===== config.mk =====
export PLATFORM = sky130hd
export DESIGN_NAME = dia_ctrl
export DESIGN_NICKNAME = d
export VERILOG_FILES = /design/src/rtl/core/dia_pkg.sv /design/src/rtl/core/dia_ctrl.sv
export SDC_FILE = /design/constraint.sdc
export NUM_CORES = 1
export LEC_CHECK = 0
export BUFFER_PORTS_ARGS = -buffer_cell sky130_fd_sc_hd__buf_2
export CAP_MARGIN = 20
export CORE_MARGIN = 3
export CORE_UTILIZATION = 45
export CTS_BUF_LIST = sky130_fd_sc_hd__clkbuf_16
export DETAILED_ROUTE_END_ITERATION = 8
export PLACE_DENSITY_LB_ADDON = 0.08
export SLEW_MARGIN = 20
export SYNTH_ARGS = -nofsm -noshare
export SYNTH_HDL_FRONTEND = slang
export SYNTH_SLANG_ARGS = --single-unit

===== constraint.sdc =====
create_clock -name clk -period 4.25 [get_ports clk]
set_input_delay 0.425 -clock clk [delete_from_list [all_inputs] [get_ports clk]]
set_output_delay 0.425 -clock clk [all_outputs]
set_load 0.02 [all_outputs]

===== src/rtl/core/dia_pkg.sv =====
// Shared constants, widths and sequencer codes for the dense id assignment block.
package dia_pkg;

    // Default number of table entries.
    localparam int TABLE_ENTRIES_DEF = 1024;

    // Field widths.
    localparam int KEY_W = 32;
    localparam int ID_W  = 10;

    // Stream data widths.
    localparam int IN_TDATA_W  = 2 * KEY_W;
    localparam int OUT_FIELD_W = 4 * ID_W + 3;
    localparam int OUT_TDATA_W = ((OUT_FIELD_W + 7) / 8) * 8;

    // Bit positions of the result fields in m_tdata.
    localparam int OUT_SID_LSB  = 0;
    localparam int OUT_RID_LSB  = ID_W;
    localparam int OUT_LO_LSB   = 2 * ID_W;
    localparam int OUT_HI_LSB   = 3 * ID_W;
    localparam int OUT_SNEW_BIT = 4 * ID_W;
    localparam int OUT_RNEW_BIT = 4 * ID_W + 1;
    localparam int OUT_FULL_BIT = 4 * ID_W + 2;

    // Sequencer state codes.
    localparam int STATE_W = 3;
    localparam logic [STATE_W-1:0] ST_IDLE   = 3'd0;
    localparam logic [STATE_W-1:0] ST_SCAN   = 3'd1;
    localparam logic [STATE_W-1:0] ST_DECIDE = 3'd2;
    localparam logic [STATE_W-1:0] ST_INS_S  = 3'd3;
    localparam logic [STATE_W-1:0] ST_INS_R  = 3'd4;
    localparam logic [STATE_W-1:0] ST_FINISH = 3'd5;

endpackage


===== src/rtl/core/dia_ctrl.sv =====
// Sequencer that scans the key table, comparing each stored key against both request keys, and inserts new keys.
module dia_ctrl #(
    parameter int TABLE_ENTRIES = dia_pkg::TABLE_ENTRIES_DEF,
    parameter int IDX_W         = $clog2(TABLE_ENTRIES),
    parameter int CNT_W         = $clog2(TABLE_ENTRIES + 1)
) (
    input  logic                           clk,
    input  logic                           rst_n,
    input  logic                           s_tvalid,
    output logic                           s_tready,
    input  logic [dia_pkg::IN_TDATA_W-1:0] s_tdata,
    output logic                           m_tvalid,
    input  logic                           m_tready,
    output logic [dia_pkg::OUT_TDATA_W-1:0] m_tdata,
    output logic                           ram_we,
    output logic [IDX_W-1:0]               ram_addr,
    output logic [dia_pkg::KEY_W-1:0]      ram_wdata,
    input  logic [dia_pkg::KEY_W-1:0]      ram_rdata
);

    localparam int KEY_W = dia_pkg::KEY_W;
    localparam int ID_W  = dia_pkg::ID_W;

    // Control registers.
    logic [dia_pkg::STATE_W-1:0] state_reg, state_next;
    logic [CNT_W-1:0]            count_reg, count_next;
    logic [CNT_W-1:0]            idx_reg, idx_next;
    logic                        pend_reg, pend_next;
    logic                        m_tvalid_reg, m_tvalid_next;

    // Per-request payload registers.
    logic [KEY_W-1:0] s_key_reg, s_key_next;
    logic [KEY_W-1:0] r_key_reg, r_key_next;
    logic [IDX_W-1:0] pend_pos_reg, pend_pos_next;
    logic             s_hit_reg, s_hit_next;
    logic             r_hit_reg, r_hit_next;
    logic [IDX_W-1:0] s_pos_reg, s_pos_next;
    logic [IDX_W-1:0] r_pos_reg, r_pos_next;
    logic [IDX_W-1:0] s_id_reg, s_id_next;
    logic [IDX_W-1:0] r_id_reg, r_id_next;
    logic             s_new_reg, s_new_next;
    logic             r_new_reg, r_new_next;
    logic             full_reg, full_next;
    logic [dia_pkg::OUT_TDATA_W-1:0] m_tdata_reg, m_tdata_next;

    // Decision terms.
    logic             rd_go;
    logic             s_miss;
    logic             same_key;
    logic             r_sep;
    logic [1:0]       need;
    logic [CNT_W-1:0] free_slots;
    logic             no_room;
    logic [CNT_W-1:0] cnt_after_s;
    logic [IDX_W-1:0] s_id_calc;
    logic [IDX_W-1:0] r_id_calc;
    logic [IDX_W-1:0] lo_id;
    logic [IDX_W-1:0] hi_id;

    assign s_tready = (state_reg == dia_pkg::ST_IDLE);
    assign m_tvalid = m_tvalid_reg;
    assign m_tdata  = m_tdata_reg;

    // A table read is issued while the scan index is below the entry count.
    assign rd_go = (state_reg == dia_pkg::ST_SCAN) && (idx_reg < count_reg);

    // Memory port: inserts write at the count, otherwise read at the scan index.
    always_comb
    begin
        ram_we    = (state_reg == dia_pkg::ST_INS_S) || (state_reg == dia_pkg::ST_INS_R);
        ram_wdata = (state_reg == dia_pkg::ST_INS_R) ? r_key_reg : s_key_reg;
        if (ram_we)
        begin
            ram_addr = count_reg[IDX_W-1:0];
        end
        else
        begin
            ram_addr = idx_reg[IDX_W-1:0];
        end
    end

    // How many entries this request needs and whether they fit.
    always_comb
    begin
        s_miss      = !s_hit_reg;
        same_key    = (s_key_reg == r_key_reg);
        r_sep       = !r_hit_reg && !(s_miss && same_key);
        need        = {1'b0, s_miss} + {1'b0, r_sep};
        free_slots  = CNT_W'(TABLE_ENTRIES) - count_reg;
        no_room     = (CNT_W'(need) > free_slots);
        cnt_after_s = count_reg + CNT_W'(s_miss);
        s_id_calc   = s_miss ? count_reg[IDX_W-1:0] : s_pos_reg;
        if (r_hit_reg)
        begin
            r_id_calc = r_pos_reg;
        end
        else if (s_miss && same_key)
        begin
            r_id_calc = s_id_calc;
        end
        else
        begin
            r_id_calc = cnt_after_s[IDX_W-1:0];
        end
    end

    // Edge ends ordered by identifier.
    always_comb
    begin
        if (s_id_reg < r_id_reg)
        begin
            lo_id = s_id_reg;
            hi_id = r_id_reg;
        end
        else
        begin
            lo_id = r_id_reg;
            hi_id = s_id_reg;
        end
    end

    // Sequencer next-state logic.
    always_comb
    begin
        state_next    = state_reg;
        count_next    = count_reg;
        idx_next      = idx_reg;
        pend_next     = 1'b0;
        m_tvalid_next = m_tvalid_reg;
        s_key_next    = s_key_reg;
        r_key_next    = r_key_reg;
        pend_pos_next = idx_reg[IDX_W-1:0];
        s_hit_next    = s_hit_reg;
        r_hit_next    = r_hit_reg;
        s_pos_next    = s_pos_reg;
        r_pos_next    = r_pos_reg;
        s_id_next     = s_id_reg;
        r_id_next     = r_id_reg;
        s_new_next    = s_new_reg;
        r_new_next    = r_new_reg;
        full_next     = full_reg;
        m_tdata_next  = m_tdata_reg;

        if (m_tvalid_reg && m_tready)
        begin
            m_tvalid_next = 1'b0;
        end

        case (state_reg)
            dia_pkg::ST_IDLE:
            begin
                if (s_tvalid)
                begin
                    s_key_next = s_tdata[KEY_W-1:0];
                    r_key_next = s_tdata[2*KEY_W-1:KEY_W];
                    s_hit_next = 1'b0;
                    r_hit_next = 1'b0;
                    idx_next   = '0;
                    state_next = dia_pkg::ST_SCAN;
                end
            end

            dia_pkg::ST_SCAN:
            begin
                // Compare the word read last cycle against both keys.
                if (pend_reg)
                begin
                    if (!s_hit_reg && (ram_rdata == s_key_reg))
                    begin
                        s_hit_next = 1'b1;
                        s_pos_next = pend_pos_reg;
                    end
                    if (!r_hit_reg && (ram_rdata == r_key_reg))
                    begin
                        r_hit_next = 1'b1;
                        r_pos_next = pend_pos_reg;
                    end
                end
                if (rd_go)
                begin
                    pend_next = 1'b1;
                    idx_next  = idx_reg + 1'b1;
                end
                else if (!pend_reg)
                begin
                    state_next = dia_pkg::ST_DECIDE;
                end
            end

            dia_pkg::ST_DECIDE:
            begin
                if (no_room)
                begin
                    full_next  = 1'b1;
                    s_id_next  = '0;
                    r_id_next  = '0;
                    s_new_next = 1'b0;
                    r_new_next = 1'b0;
                    state_next = dia_pkg::ST_FINISH;
                end
                else
                begin
                    full_next  = 1'b0;
                    s_id_next  = s_id_calc;
                    r_id_next  = r_id_calc;
                    s_new_next = s_miss;
                    r_new_next = r_sep;
                    if (s_miss)
                    begin
                        state_next = dia_pkg::ST_INS_S;
                    end
                    else if (r_sep)
                    begin
                        state_next = dia_pkg::ST_INS_R;
                    end
                    else
                    begin
                        state_next = dia_pkg::ST_FINISH;
                    end
                end
            end

            dia_pkg::ST_INS_S:
            begin
                count_next = count_reg + 1'b1;
                state_next = r_new_reg ? dia_pkg::ST_INS_R : dia_pkg::ST_FINISH;
            end

            dia_pkg::ST_INS_R:
            begin
                count_next = count_reg + 1'b1;
                state_next = dia_pkg::ST_FINISH;
            end

            dia_pkg::ST_FINISH:
            begin
                // Load the output register once it is free or being drained.
                if (!m_tvalid_reg || m_tready)
                begin
                    m_tdata_next = '0;
                    m_tdata_next[dia_pkg::OUT_SID_LSB +: ID_W] = ID_W'(s_id_reg);
                    m_tdata_next[dia_pkg::OUT_RID_LSB +: ID_W] = ID_W'(r_id_reg);
                    m_tdata_next[dia_pkg::OUT_LO_LSB +: ID_W]  = ID_W'(lo_id);
                    m_tdata_next[dia_pkg::OUT_HI_LSB +: ID_W]  = ID_W'(hi_id);
                    m_tdata_next[dia_pkg::OUT_SNEW_BIT]        = s_new_reg;
                    m_tdata_next[dia_pkg::OUT_RNEW_BIT]        = r_new_reg;
                    m_tdata_next[dia_pkg::OUT_FULL_BIT]        = full_reg;
                    m_tvalid_next = 1'b1;
                    state_next    = dia_pkg::ST_IDLE;
                end
            end

            default:
            begin
                state_next = dia_pkg::ST_IDLE;
            end
        endcase
    end

    // Control state.
    always_ff @(posedge clk or negedge rst_n)
    begin
        if (!rst_n)
        begin
            state_reg    <= dia_pkg::ST_IDLE;
            count_reg    <= '0;
            idx_reg      <= '0;
            pend_reg     <= 1'b0;
            m_tvalid_reg <= 1'b0;
        end
        else
        begin
            state_reg    <= state_next;
            count_reg    <= count_next;
            idx_reg      <= idx_next;
            pend_reg     <= pend_next;
            m_tvalid_reg <= m_tvalid_next;
        end
    end

    // Payload registers.
    always_ff @(posedge clk)
    begin
        s_key_reg    <= s_key_next;
        r_key_reg    <= r_key_next;
        pend_pos_reg <= pend_pos_next;
        s_hit_reg    <= s_hit_next;
        r_hit_reg    <= r_hit_next;
        s_pos_reg    <= s_pos_next;
        r_pos_reg    <= r_pos_next;
        s_id_reg     <= s_id_next;
        r_id_reg     <= r_id_next;
        s_new_reg    <= s_new_next;
        r_new_reg    <= r_new_next;
        full_reg     <= full_next;
        m_tdata_reg  <= m_tdata_next;
    end

endmodule


# [After elaboration in Yosys (flattened, before gate mapping)]
# Cells that the tools add are included.
[word_totals] elab_cells=97 inputBits=100 mem_bits_rw=0 memories=0 regBits=189 output_inout_bits=93 latchBits=0 romBits=0
[classes] div_mod_pow=0 n_mux=32 bitwise=0 shifts=0 multipliers=0 reduce_logical=23 n_eq_ne=16 add_sub_neg=5 magnitude_cmp=3
[ops] cell="equality test 32 bit" n=3
[ops] cell="two-way mux 10 bit" n=6
[ops] cell="two-way mux 32 bit" n=1
[ops] cell="adder 11 x 1 -> 11 bit (second input constant)" n=2
[ops] cell="two-way mux 11 bit" n=2
[ops] cell="one-hot mux 11 bit (2 select lines)" n=1
[ops] cell="two-way mux 3 bit" n=6
[ops] cell="one-hot mux 3 bit (6 select lines)" n=1
[ops] cell="two-way mux 1 bit" n=13
[ops] cell="!= test 2 bit (second input constant)" n=6
[ops] cell="AND reduction 4 bit" n=3
[ops] cell="> comparator 2 x 11 -> 1 bit" n=1
[ops] cell="< comparator 11 bit" n=1
[ops] cell="subtractor 11 bit (first input constant)" n=1
[ops] cell="adder 10 x 1 -> 10 bit" n=1
[ops] cell="< comparator 10 bit" n=1
[ops] cell="AND reduction 3 bit" n=3
[ops] cell="equality test 3 x 2 -> 1 bit (second input constant)" n=2
[ops] cell="equality test 3 bit (second input constant)" n=2
[ops] cell="logical AND 1 bit" n=6
[ops] cell="logical NOT 1 bit" n=4
[ops] cell="!= test 2 x 1 -> 1 bit (second input constant)" n=2
[ops] cell="one-hot mux 1 bit (2 select lines)" n=2
[ops] cell="AND reduction 2 bit" n=2
[ops] cell="6 further kinds" n=7

# [Logic depth before layout (Yosys ltp)]
[depth] ltp_word=8 depth_mapped=12 mapped_depth_nobuf=12

# [Least setup slack after synthesis]
# Ideal clock, no wire load.
[synth_timing] kind="register to register" start="register state_reg[0] (netlist bit)" end="register r_hit_reg (enable)" n_path_buf=1 setup_time_ns=0.295 setup_slack_ns=0.897 path_stages_with_launch=6 period_less_slack_ns=3.353 required_time_ns=3.955 t_arrival_ns=3.058 path_cell_list="dfrtp_1 -> clkbuf_1 -> nor3_1 -> nand2_1 -> inv_1 -> or2_2"
[synth_between] elab_chain_len=3 word_cells_on_any_way=7 classes_between="4 x eq/ne; 3 x reduce/logical"
[synth_lines] item="from (decl)" line="dia_ctrl.sv:25" source="logic [dia_pkg::STATE_W-1:0] state_reg, state_next;"
[synth_lines] item="from (signal assigned)" line="dia_ctrl.sv:265" source="state_reg <= dia_pkg::ST_IDLE;"
[synth_lines] item="from (signal assigned)" line="dia_ctrl.sv:273" source="state_reg <= state_next;"
[synth_lines] item="logical NOT 3 bit (*)"
[synth_lines] item="net s_tready" line="dia_ctrl.sv:10" source="output logic s_tready,"
[synth_lines] item="!= test 2 bit (no line) / nonzero test 2 bit (equally long branches)"
[synth_lines] item="AND reduction 4 bit (no line) (*)"
[synth_lines] item="to (signal assigned)" line="dia_ctrl.sv:288" source="r_hit_reg <= r_hit_next;"
[synth_lines] item="to (decl)" line="dia_ctrl.sv:36" source="logic r_hit_reg, r_hit_next;"
# Mark *: on every way through the listed nets, which the timed path passes. The rest lies on a longest branch.
# A chain may end at the register's enable or synchronous reset.

# [Worst setup path in the final report]
[layout_timing] start="register s_key_reg[17]" end="register state_reg[0] (netlist bit)"
[layout_between] elab_chain_len=8 word_cells_on_any_way=10 classes_between="1 x add/sub; 1 x order compare; 1 x eq/ne; 4 x mux; 3 x reduce/logical"
[layout_lines] item="from (decl)" line="dia_ctrl.sv:32" source="logic [KEY_W-1:0] s_key_reg, s_key_next;"
[layout_lines] item="from (signal assigned)" line="dia_ctrl.sv:284" source="s_key_reg <= s_key_next;"
[layout_lines] item="equality test 32 bit (*)" line="dia_ctrl.sv:86" source="same_key = (s_key_reg == r_key_reg);"
[layout_lines] item="logical AND 1 bit (*)" line="dia_ctrl.sv:87" source="r_sep = !r_hit_reg && !(s_miss && same_key);"
[layout_lines] item="logical NOT 1 bit (*)" line="dia_ctrl.sv:87"
[layout_lines] item="logical AND 1 bit (*)" line="dia_ctrl.sv:87"
[layout_lines] item="adder 1 x 1 -> 2 bit / two-way mux 1 bit (equally long branches)" line="dia_ctrl.sv:88, dia_ctrl.sv:212"
[layout_lines] item="> comparator 2 x 11 -> 1 bit / two-way mux 3 bit (equally long branches)" line="dia_ctrl.sv:90, dia_ctrl.sv:208"
[layout_lines] item="two-way mux 3 bit (*)" line="dia_ctrl.sv:192" source="if (no_room)"
[layout_lines] item="one-hot mux 3 bit (6 select lines) (*)" line="dia_ctrl.sv:149" source="case (state_reg)"
# Every way passes the cells marked *; elsewhere a longest branch is shown, timed or not.

==> impl_metrics.sql <==
INSERT INTO impl_metrics (metric_group, metric, value, unit) VALUES
('run_status', 'outcome', 'complete, no violations', ''),
('hold_path', 'worst_hold_path_type', 'primary input to asynchronous set/reset pin', ''),
('setup_path', 'crit_required', '4.57', 'ns'),
('sta', 'setup_viol_count_final', '0', ''),
('setup_path', 'criticalPathCategory', 'flop to flop', ''),
('route', 'routed-via-count', '6105', ''),
('grt', 'groute.usage.overall', '0.196', ''),
('sta', 'fin_setup_tns', '0', 'ns'),
('sta', 'hold_viol', '0', ''),
('clock_network', 'clock_tree.htree_level_count', '4', ''),
('clock_network', 'clock_tree.root_cell', 'clkbuf_16', ''),
('synthesis', 'netlist_top_cells_area', 'edfxtp_1 (49%), xor2_1 (8.9%), mux2_2 (7.4%), dfrtp_1 (7.2%), ha_1 (3.5%)', ''),
('route', 'antenna_violating_nets_left', '0', ''),
('setup_path', 'crit_path_cell_trace', 'xor2_1, nor4_1, nand3_1, nor3_4, nor3_1, ha_1, nor2b_1, o221ai_1, nor4_4, or4_1, a211o_1', ''),
('placement', 'place_inst', '1149', ''),
('setup_path', 'startpoint', 's_key_reg[17]', ''),
('floorplanning', 'row_count', '52', ''),
('final_layout', 'mostFrequentLayoutCells', 'buf_2 (187), edfxtp_1 (152), xor2_1 (95), mux2_2 (61), mux2i_1 (30)', ''),
('floorplanning', 'fp.dieW', '150', 'um'),
('grt', 'grt-ovfl-total', '0', ''),
('setup_path', 'critical_path_buf_inv_count', '0', ''),
('job', 'max-cap-violations', '0', ''),
('final_layout', 'largest_reg_flops', '43', ''),
('sta', 'relSlewSlack', '0.324', ''),
('clock_network', 'clock_latency', '0.44', 'ns'),
('sta', 'rsz0062_at_grt', 'false', ''),
('synthesis', 'number_of_enable_type_register_cells_in_the_synthesized_netlist', '152', ''),
('route', 'drt-met1-wl', '10100', 'um'),
('power', 'powerDensity', '558', 'nW/um^2'),
('clock_network', 'hold_buffers', '0', ''),
('setup_path', 'worst_ep_arrival_time', '3.85', 'ns'),
('synthesis', 'post_synth.cell_area_avg', '13.0', 'sq um'),
('clock_network', 'cts.sink_count', '189', ''),
('synthesis', 'synth_warnings', '0', ''),
('grt', 'largest_net_degree_at_the_start_of_global_routing', '44', ''),
('synthesis', 'syn_inst', '715', ''),
('power', 'max-vdd-ir-drop', '0.359', 'mV'),
('setup_path', 'timing.critical_path.slowest_stage_cell', 'nor4_1', ''),
('sta', 'fin_crit_sh', '0.830', ''),
('clock_network', 'cts_max_path_buffers', '2', ''),
('route', 'detailedRoute.firstIterationViolations', '353', ''),
('floorplanning', 'boundaryPins', '193', ''),
('route', 'wl_per_cell', '18.4', 'um'),
('final_layout', 'finalNonFillerCells', '1181', ''),
('setup_path', 'startpoint_type', 'flop', ''),
('setup_path', 'reg2reg_from', 's_key_reg[17]', ''),
('placement', 'port_buffers', '187', ''),
('placement', 'gp_weighted_congestion', '0.815', ''),
('sta', 'clock-skew-final', '0.0171', 'ns'),
('route', 'drt_first_pass_iters', '5', ''),
('clock_network', 'number_of_cts_inserted_buffers', '17', ''),
('grt', 'initial_antenna_violation_count', '0', ''),
('setup_path', 'largest_stage_delay_on_the_critical_path', '0.50', 'ns'),
('route', 'viasPerCell', '5.17', ''),
('final_layout', 'antennaDiodeCount', '0', ''),
('synthesis', 'synth_ff_type', 'edfxtp_1', ''),
('synthesis', 'synthArstFlopShare', '0.143', ''),
('synthesis', 'yosys.cell_types.count', '55', ''),
('setup_path', 'crit_path_end_kind', 'flop', ''),
('final_layout', 'layout_commonest_cell', 'buf_2', ''),
('clock_network', 'clkSlewWorstSetupHoldPaths', '0.08', 'ns'),
('sta', 'fmax', '283', 'MHz'),
('placement', 'placement.setup.worst_slack', '0.717', 'ns'),
('sta', 'min_period', '3.53', 'ns'),
('synthesis', 'fraction_of_synthesized_cell_area_taken_by_the_top_area_cell_type', '0.489', ''),
('final_layout', 'drive_above_1_share', '0.333', ''),
('clock_network', 'postCtsResizedCells', '0', ''),
('sta', 'worst_slew_pin_slew', '1.01', 'ns'),
('synthesis', 'synth.ff_latch_count', '189', ''),
('final_layout', 'syn_to_layout_area_delta', '19.5', '%'),
('route', 'routed_wirelength', '21700', 'um');
[worst paths after layout]
check / endpoint / slack (ns) / cells past startpoint
max: state_reg[0] / 0.72 / 11
min: idx_reg[7] / 0.009 / 1
min reg2reg: m_tdata[42] / 0.42 / 0
max reg2reg: state_reg[0] / 0.72 / 11
min in group clk: s_key_reg[1] / 0.16 / 1
max in group asynchronous: state_reg[2] / 3.79 / 1
[cells in the mapped netlist (8+ instances only)]
cell type and n:
inv_1 26, mux2i_1 30, edfxtp_1 152, a21o_1 8
nand4_1 16, nor3_1 14, xor2_1 95, clkbuf_1 28
nand2b_1 11, nor4_1 23, dfxtp_1 10, nand2_1 27
a211oi_1 8, nand3_1 23, mux2_2 61, a21oi_1 25
ha_1 26, dfrtp_1 27, xnor2_1 13, nor2_1 25
o21ai_0 10
[logic make-up (layout without fill, tap and decap cells)]
kind of cell             after synthesis  after routing  synth area share
flip-flops                           189            189             0.583
AND/OR/NAND/NOR                      167            167            0.0987
XOR/XNOR                             108            108             0.101
multiplexers                          91             91             0.106
AO/OA/AOI/OAI                         68             68            0.0464
buffers and inverters                 65            257            0.0294
adder cells (fa/ha/maj)               26             26            0.0349
other                                  1              5          0.000402
[final cells by class]
type	count	area (sq um)
Inverter	27	101
Clock inverter	15	175
Multi-Input combinational cell	465	3650
Sequential cell	189	5440
Clock buffer	17	425
Timing Repair Buffer	198	1020
Fill cell	1761	9150
Tap cell	270	338
[routing by layer]
metal | vias up | GRT usage
li1 | 2997 | -
met1 | 2927 | 0.279
met2 | 166 | 0.307
met3 | 15 | 0.0433
met4 | 0 | 0.0485
met5 | - | 0
[metrics by stage]
step	instance area [sq um]	hold WS (ns)	total power [mW]	util
final	11100	0.00919	6.22	0.549
after global placement	10500	0.406	4.64	0.519
after floorplan	9350	0.129	4.05	-
after detailed placement	10500	0.405	4.68	0.519
after CTS	11100	0.0286	6.26	0.549
after global routing	11100	0.0384	6.57	0.549
[where the power goes]
part	switching, mW	internal, mW	total, mW
combinational	1.16	0.760	1.92
clock	0.789	0.793	1.58
sequential	0.302	2.41	2.71
total	2.25	3.96	6.22
(Power assumes the default switching activity.)
